### config.mk
export PLATFORM = sky130hd
export DESIGN_NAME = ole_ctrl
export DESIGN_NICKNAME = d
export VERILOG_FILES = /design/src/rtl/core/ole_pkg.sv /design/src/rtl/core/ole_ctrl.sv
export SDC_FILE = /design/constraint.sdc
export NUM_CORES = 1
export LEC_CHECK = 0
export ABC_AREA = 1
export BUFFER_PORTS_ARGS = -buffer_cell sky130_fd_sc_hd__buf_4
export CORE_UTILIZATION = 30
export CTS_CLUSTER_SIZE = 10
export DETAILED_ROUTE_END_ITERATION = 12
export PLACE_DENSITY = 0.64
export SLEW_MARGIN = 20
export SYNTH_ARGS = -nofsm -noshare
export SYNTH_HDL_FRONTEND = slang
export SYNTH_SLANG_ARGS = --single-unit
### constraint.sdc
create_clock -name i_clk -period 1.3 [get_ports i_clk]
set_input_delay 0.065 -clock i_clk [delete_from_list [all_inputs] [get_ports i_clk]]
set_output_delay 0.065 -clock i_clk [all_outputs]
set_load 0.01 [all_outputs]
### src/rtl/core/ole_pkg.sv
// ============================================================================
// ole_pkg - shared types for the ordered list engine
// Operation kinds, result status codes, controller states and the
// command/status bundles between the controller and the datapath.
// ============================================================================
package ole_pkg;

    typedef enum logic [2:0] {
        KIND_INSERT = 3'd0,
        KIND_MEMBER = 3'd1,
        KIND_COUNT  = 3'd2,
        KIND_REMOVE = 3'd3,
        KIND_TRUNC  = 3'd4,
        KIND_POP    = 3'd5
    } t_kind;

    typedef enum logic [1:0] {
        ST_OK        = 2'd0,
        ST_FULL      = 2'd1,
        ST_EMPTY     = 2'd2,
        ST_NOT_FOUND = 2'd3
    } t_status;

    typedef enum logic [2:0] {
        S_IDLE,
        S_DISPATCH,
        S_SCAN,
        S_SHIFT,
        S_POP_RD,
        S_POP_CAP,
        S_COMPACT,
        S_DONE
    } t_state;

    // memory walk performed by the datapath in the current cycle
    typedef enum logic [1:0] {
        PH_NONE,
        PH_SCAN,
        PH_SHIFT,
        PH_COMPACT
    } t_phase;

    typedef struct packed {
        logic    load;         // capture input beat
        logic    scan_init;    // start equality scan
        logic    shift_init;   // start insert shift-up
        logic    cmp_init_rm;  // start compaction, drop last match
        logic    pop_rd;       // read last entry
        logic    pop_cap;      // capture popped entry, start compaction
        t_phase  phase;
        logic    ins_write;    // write new entry at position, length + 1
        logic    truncate;     // length <= first match index
        logic    commit;       // length <= compaction write pointer
        logic    set_status;
        t_status status;
        logic    out_load;     // move result into output register
    } t_dp_cmd;

    typedef struct packed {
        logic       walk_done;
        logic       len_full;
        logic       len_zero;
        logic       cnt_zero;
        logic [2:0] kind;
        logic       out_busy;
    } t_dp_stat;

endpackage

### src/rtl/core/ole_ctrl.sv
// ============================================================================
// ole_ctrl - operation sequencer
// Steps one operation at a time through scan, shift and compaction walks.
// ============================================================================
module ole_ctrl (
    input  logic              i_clk,
    input  logic              i_rst_n,
    input  logic              i_in_valid,
    output logic              o_in_ready,
    input  ole_pkg::t_dp_stat i_stat,
    output ole_pkg::t_dp_cmd  o_cmd
);
    import ole_pkg::*;

    t_state r_state, n_state;

    always_ff @(posedge i_clk) begin
        if (!i_rst_n) begin
            r_state <= S_IDLE;
        end else begin
            r_state <= n_state;
        end
    end

    always_comb begin
        n_state    = r_state;
        o_in_ready = 1'b0;
        o_cmd      = '0;
        o_cmd.phase  = PH_NONE;
        o_cmd.status = ST_OK;
        unique case (r_state)
            S_IDLE: begin
                o_in_ready = 1'b1;
                if (i_in_valid) begin
                    o_cmd.load = 1'b1;
                    n_state    = S_DISPATCH;
                end
            end
            S_DISPATCH: begin
                case (i_stat.kind) inside
                    KIND_INSERT: begin
                        if (i_stat.len_full) begin
                            o_cmd.set_status = 1'b1;
                            o_cmd.status     = ST_FULL;
                            n_state          = S_DONE;
                        end else begin
                            o_cmd.shift_init = 1'b1;
                            n_state          = S_SHIFT;
                        end
                    end
                    KIND_MEMBER, KIND_COUNT, KIND_REMOVE, KIND_TRUNC: begin
                        o_cmd.scan_init = 1'b1;
                        n_state         = S_SCAN;
                    end
                    KIND_POP: begin
                        if (i_stat.len_zero) begin
                            o_cmd.set_status = 1'b1;
                            o_cmd.status     = ST_EMPTY;
                            n_state          = S_DONE;
                        end else begin
                            n_state = S_POP_RD;
                        end
                    end
                    default: n_state = S_DONE;
                endcase
            end
            S_SCAN: begin
                o_cmd.phase = PH_SCAN;
                if (i_stat.walk_done) begin
                    n_state = S_DONE;
                    if (i_stat.cnt_zero) begin
                        o_cmd.set_status = 1'b1;
                        o_cmd.status     = ST_NOT_FOUND;
                    end else if (i_stat.kind == KIND_REMOVE) begin
                        o_cmd.cmp_init_rm = 1'b1;
                        n_state           = S_COMPACT;
                    end else if (i_stat.kind == KIND_TRUNC) begin
                        o_cmd.truncate = 1'b1;
                    end
                end
            end
            S_SHIFT: begin
                o_cmd.phase = PH_SHIFT;
                if (i_stat.walk_done) begin
                    o_cmd.ins_write = 1'b1;
                    n_state         = S_DONE;
                end
            end
            S_POP_RD: begin
                o_cmd.pop_rd = 1'b1;
                n_state      = S_POP_CAP;
            end
            S_POP_CAP: begin
                o_cmd.pop_cap = 1'b1;
                n_state       = S_COMPACT;
            end
            S_COMPACT: begin
                o_cmd.phase = PH_COMPACT;
                if (i_stat.walk_done) begin
                    o_cmd.commit = 1'b1;
                    n_state      = S_DONE;
                end
            end
            S_DONE: begin
                if (!i_stat.out_busy) begin
                    o_cmd.out_load = 1'b1;
                    n_state        = S_IDLE;
                end
            end
            default: n_state = S_IDLE;
        endcase
    end

endmodule

==> metrics.txt, run 1 <==
failing checks=DRC, setup timing; 1st-iter DRT viols=14; vias in the first global route=614; Fin Clk Skew=~2.8 ps; Ports=27; CP endpoint kind=primary output; largest area contributor in the netlist=nand2_1; GP Congestion=between 0.7 and 0.8; Sw Ratio=approximately 48%; area of the die=between 1500 and 2000 µm²; port bufs=26; cell area after layout=830.8 µm²; Die H=between 40 and 50 µm; worst r2r dst=r_state[0]$_SDFFE_PN0P_; endpoints failing setup=2; Slew HR=80.85%; Max Slew Vio Count=0; Ys Warns=0; first-pass GRT wire length=approximately 2300 µm; placed cell area=685.7 µm²; asr flop ratio synth=0%; Leak=0.4845 nW; Final Cycle Share=102.2%; hold path depth=3; antenna-violating nets left=0; hold_ws=roughly 76 ps; post-synth top area share=between 20% and 30%; P_sw=0.7327 mW; Synth area leaders=nand2_1, inv_1, dfxtp_1, nor2_1, nand3_2; Final Hold Fails=0; DR vias/cell=approximately 4.7; largest net degree at the start of global routing=9; FP Rows=14; combinational group share of total power=72.2%; Int Pwr=0.8030 mW; Min-Delay Endpoint=r_state[1]$_SDFFE_PN0P_; Synthesized Nets=100; pre-CTS setup slack=~46 ps; Pwr Density=1848 nW/µm²; worst path cell trace=nor2_4 > nand2_2 > nor2_4 > inv_2 > nor4_4 > buf_4; Critical Path Max Stage Delay=about 370 ps; Vias=665; FF+latch count, synth=3; Worst Path Arrival=1260 ps; Clk Tree Root Cell=clkbuf_4; min-delay src=i_rst_n; reg2reg start=r_state[1]$_SDFFE_PN0P_; Final Net Count=138; kind of critical path=reg2out; Peak VDD IR=a little over 0.0008 V; Pre-antenna DRT Iters=7; DRC viols=2; post-synthesis cell count=between 80 and 90; placed cell count=130; CTS tree=done; Inserted Clock Buffers=3; hold crit path type=in2reg; achievable clock frequency=752.9 MHz; Netlist Area Pre-Place=481.7 µm²; post-synthesis sequential area ratio=about an eighth; Crit Path Max Fanout=6; Post-CTS Hold Buffers=0; grt total ovfl=0; non-filler cells, final=142; total wire length=around 1500 µm; worst-margin pin slew=~290 ps; reg-to-reg slack, setup=40 ps; DR WL/cell=10.29 µm; total global-route track usage=16.37%; EDFF count, synth=0; CTS clk-pin slew, worst paths=40 ps; Clock Sinks=3; max reg flops=3; initial antenna violation count=0; diode count=0; Reg2Reg Depth=8; Unique masters post-synth=19; Largest regs=r_state (3); status=complete, but fails checks; Max Cap Viol=0; Core ar.=1506 µm²; RSZ-0062 raised after global routing=true; critical path's most frequent cell=nor2_4; Worst-Skew Late Latency=about 240 ps; sequential share of power=16.8%; hpwl dp=around 1000 µm; H-tree Lvls=1; Initial Utilization=between 30% and 40%; CP Data Required Time=1240 ps; Most flops, register=r_state; Die Width=42.07 µm; top_reg_cell synth=dfxtp_1; final core occ=55.15%; Critical-path top delay cell=dfxtp_4; clock network fraction of design power=11.0%; Fillers=153; Worst Slack Setup Final=-28.15 ps; ratio of cells with drive above 1 in the final layout=49.21%; mean area per synthesized cell=around 5.4 µm²; most numerous cell in the Yosys netlist=nand2_1; CTS Buffer Depth=2; launching element type of the critical path=flip-flop; Area Growth Syn to Fin=72.47%; Final min period=1328 ps; top cells by count, synth=nand2_1, inv_1, nor2_1
critical path: cells and delay by family (launching register included):
kind                   cells  cell delay (ps)
DFF                        1              370
buffers and inverters      2              220
and+or+nand+nor            4              420
cell families after synthesis:
| group | after synthesis | synth area share, % |
|---|---|---|
| flip-flops | 3 | 12.47 |
| buffers and inverters | 22 | 19.48 |
| AND/OR/NAND/NOR | 58 | 61.30 |
| AO/OA/AOI/OAI | 6 | 6.751 |
final cells by class:
class / instances / area (µm²) / share of cell area [%]
clock buffer: 4 / 26.28 / 3.163
inverter: 20 / 80.08 / 9.639
multi-input combinational: 64 / 366.6 / 44.13
sequential: 3 / 71.32 / 8.584
tap: 16 / 20.02 / 2.410
timing repair buffer: 35 / 266.5 / 32.08
per-stage QoR:
| stage | power, mW | TNS, ps |
|---|---|---|
| final | 1.536 | -32.47 |
| after global routing | 1.660 | -470.8 |
| after CTS | 1.341 | -24.43 |
| after detailed placement | 1.045 | 0 |
| after global placement | 1.040 | 0 |
| after floorplan | 0.7997 | 0 |
cells in the final DEF (no fill, tap or decap):
cell | synthesis | final
nand4_1 | 2 | 2
nand2_4 | 0 | 1
clkbuf_1 | 0 | 1
inv_4 | 0 | 2
nand2_1 | 26 | 22
nor3_1 | 2 | 2
a21oi_1 | 3 | 3
buf_6 | 1 | 1
nor3_2 | 1 | 1
o21ai_1 | 1 | 2
nand2_2 | 2 | 5
clkbuf_4 | 0 | 3
nor2_4 | 2 | 4
nand3_1 | 3 | 3
dfxtp_4 | 0 | 3
o211ai_1 | 1 | 1
inv_1 | 17 | 16
nand3_2 | 5 | 5
inv_2 | 3 | 2
nor4_4 | 0 | 1
buf_4 | 1 | 34
nor2_1 | 14 | 12
metal layers:
metal  wire [µm]  up-vias  global-route usage, %  share of wire [%]
li1            -      345                      -                  -
met1         603      295                  18.59                 41
met2         740       19                  27.81                 51
met3          78        6                  4.310                5.3
met4          38        0                  8.750                2.6
met5           0        -                      0                  0
timing repair:
item | CTS | global route
pin swaps | 1 | 2
hold endpoints to repair | 0 | 0
setup endpoints to repair | 7 | 9
gates resized for setup | 9 | 12
setup buffers | 4 | 4
how the worst max path moves through the flow:
stage | start | end | cells past startpoint
6_report | r_state[0]$_SDFFE_PN0P_ | o_cmd[5] | 6
5_1_grt | r_state[1]$_SDFFE_PN0P_ | o_cmd[5] | 7
4_1_cts | r_state[1]$_SDFFE_PN0P_ | o_cmd[5] | 7
3_5_place_dp | r_state[2]$_SDFFE_PN0P_ | r_state[0]$_SDFFE_PN0P_ | 7
3_3_place_gp | r_state[2]$_SDFFE_PN0P_ | r_state[0]$_SDFFE_PN0P_ | 7
2_1_floorplan | r_state[1]$_SDFFE_PN0P_ | o_cmd[5] | 7
power by group through the flow:
stage | logic (mW) | registers (mW) | clock network, mW
detailed placement | 0.809 | 0.236 | 0
CTS | 0.911 | 0.257 | 0.172
finish | 1.11 | 0.258 | 0.169
global route | 1.21 | 0.267 | 0.178
floorplan | 0.628 | 0.171 | 0
global placement | 0.802 | 0.238 | 0
No activity file was read; power rests on OpenSTA's default activity.
==> run 2, diff against run 1 <==
- clock period: 1.3 -> 1.58 ns (I/O delays scaled with it)
==> run 2 against run 1 <==
The flow finishes with violations (DRC). Critical path depth up 1. First-iteration DRC count increased by 14%. Count of clock-buffer cells in the layout did not move. Sequential share of layout area is 0.17 points higher. Die area did not move. Largest power group unchanged.
==> metrics.txt, run 2 (synthesis gave the netlist of run 1 again) <==
1st-iter DRT viols=16 (+2); start point of the critical path=r_state[1]$_SDFFE_PN0P_; Vias=583 (-12%); Peak VDD IR=0.0005536 V (-33%); Setup TNS=0 ps (+32.47 ps); total global-route track usage=13.99% (-2.4 points); CTS clk-pin slew, worst paths=30 ps (about the same); first-pass GRT wire length=2007 µm (-12%); H-tree Lvls=1 (unchanged); min-delay src=i_rst_n; RSZ-0062 raised after global routing=false; CP endpoint kind=primary output; Clk Tree Root Cell=clkbuf_4; Critical Path Max Stage Delay=370 ps (about the same); initial antenna violation count=0 (unchanged); antenna-violating nets left=0 (unchanged); Final Net Count=130 (-5.8%); Inserted Clock Buffers=3 (unchanged); total wire length=1221 µm (-16%); endpoints failing setup=0 (-2); P_sw=0.4940 mW (-33%); Int Pwr=0.5008 mW (-38%); final core occ=47.43% (-7.7 points); max reg flops=3 (unchanged); Fillers=166 (+8.5%); multi-input logic area=327.8 µm² (-11%); Leak=0.4331 nW (-11%); Post-CTS Hold Buffers=0 (unchanged); worst path cell trace=inv_2 > nor2_4 > nand2_1 > nor2_1 > inv_1 > nor4_2 > buf_4; Fin Clk Skew=2.360 ps (-0.4316 ps); Max Slew Vio Count=0 (unchanged); failing checks=DRC; Worst Path Arrival=1370 ps (+110 ps); Pre-antenna DRT Iters=7 (unchanged); Final Hold Fails=0 (unchanged); combinational group share of total power=66.9% (-5.3 points); worst-margin pin slew=280.5 ps (-5.670 ps); hpwl dp=1038 µm (+0.27%); Final min period=between 1000 and 1500 ps; ratio of cells with drive above 1 in the final layout=38.98% (-10 points); Die H=42.07 µm (unchanged); hold crit path type=in2reg; DR WL/cell=9.112 µm (-11%); GP Congestion=0.7783 (-1.8%); Sw Ratio=49.66% (+1.9 points); Worst-Skew Late Latency=230 ps (about the same); Crit path max-delay family=simple AND/OR/NAND/NOR gates; Setup Buffers After CTS=0 (-4); Area Growth Syn to Fin=48.31%; launching element type of the critical path=flip-flop; grt total ovfl=0 (unchanged); Most flops, register=r_state; Slew HR=81.27% (+0.42 points); vias in the first global route=516 (-16%); most common cell after layout, fill and taps aside=buf_4; Core ar.=1506 µm² (unchanged); Ports=27 (unchanged); Crit Path Max Fanout=3 (-3); Seq. cell area=62.56 µm² (-12%); reg2reg start=r_state[0]$_SDFFE_PN0P_; DR vias/cell=4.351 (-7.1%); CTS Buffer Depth=2 (unchanged); Pwr Density=1392 nW/µm² (-25%); achievable clock frequency=690.9 MHz; most frequent cells in the layout=buf_4, nand2_1, inv_1; FP Rows=14 (unchanged); Clock Sinks=3 (unchanged); sequential share of power=19.6% (+2.8 points); largest net degree at the start of global routing=9 (unchanged); kind of critical path=reg2out; Critical-path top delay cell=dfxtp_2; Buf/Inv on CP=3 (+1); CP Data Required Time=1500 ps (+260 ps); CTS tree=done; post_cts resized=0 (-9); Final Cycle Share=between 90% and 100%; DRC viols=2 (unchanged); clock network fraction of design power=13.5% (+2.5 points); port bufs=26 (unchanged); Max Cap Viol=0 (unchanged); Initial Utilization=31.98% (unchanged); area of the die=1770 µm² (unchanged); status=complete, but fails checks; diode count=0 (unchanged); Die Width=42.07 µm (unchanged); Largest regs=r_state (3)
[run 2: changes by cell type in the layout (fill, tap and decap cells not counted), moves of 2 or more]
| cell | change |
|---|---|
| nor2_4 | -2 |
| nand2_1 | +4 |
| buf_4 | -7 |
| inv_4 | -2 |
| dfxtp_4 | -3 |
| dfxtp_2 | +2 |
| nand2_2 | -3 |
| nor2_1 | +2 |
[run 2: worst min-delay path: cells and delay by family]
kind	cells	cell delay (ps)
buffers and inverters	2	120
AND/OR/NAND/NOR	1	90
[run 2: worst paths after layout]
path,endpoint,slack [ps],cells after the start
setup / recovery,o_cmd[5],130,7
hold / removal,r_state[1]$_SDFFE_PN0P_,90,3
setup reg to reg,r_state[0]$_SDFFE_PN0P_,420,7
hold reg to reg,r_state[2]$_SDFFE_PN0P_,560,2
[run 2: final cells by class]
cell class	instances	share of cell area [%]
clock buffer	4	3.678
multi-input combinational	64	45.88
inverter	20	10.51
timing repair buffer	27	28.37
sequential	3	8.757
tap	16	2.802
[run 2: through the flow]
step / std cells / setup slack [ps] / instance area, µm² / total power [mW] / hold slack, ps
after global placement: 130 / 355.5 / 685.7 / 0.8542 / 339.5
after CTS: 134 / 60.32 / 711.9 / 0.9953 / 96.22
after detailed placement: 130 / 308.6 / 685.7 / 0.8569 / 337.0
after global routing: 134 / 33.36 / 714.4 / 1.097 / 138.4
after floorplan: 89 / 399.7 / 481.7 / 0.6580 / 194.0
final: 134 / 132.7 / 714.4 / 0.9948 / 93.69
[run 2: power by group through the flow]
stage               sequential [mW]  combinational [mW]  clock [mW]
global route                  0.198               0.752       0.146
floorplan                     0.141               0.517           0
finish                        0.195               0.665       0.135
global placement              0.185               0.669           0
CTS                           0.187               0.670       0.138
detailed placement            0.189               0.668           0
[run 2: per-layer routing]
layer  vias up  GRT usage (%)  share of wire [%]
met5         -              0                  0
met4         0          5.625                1.7
met2        17          19.69                 44
met3         4          1.724                5.3
li1        329              -                  -
met1       233          21.32                 49
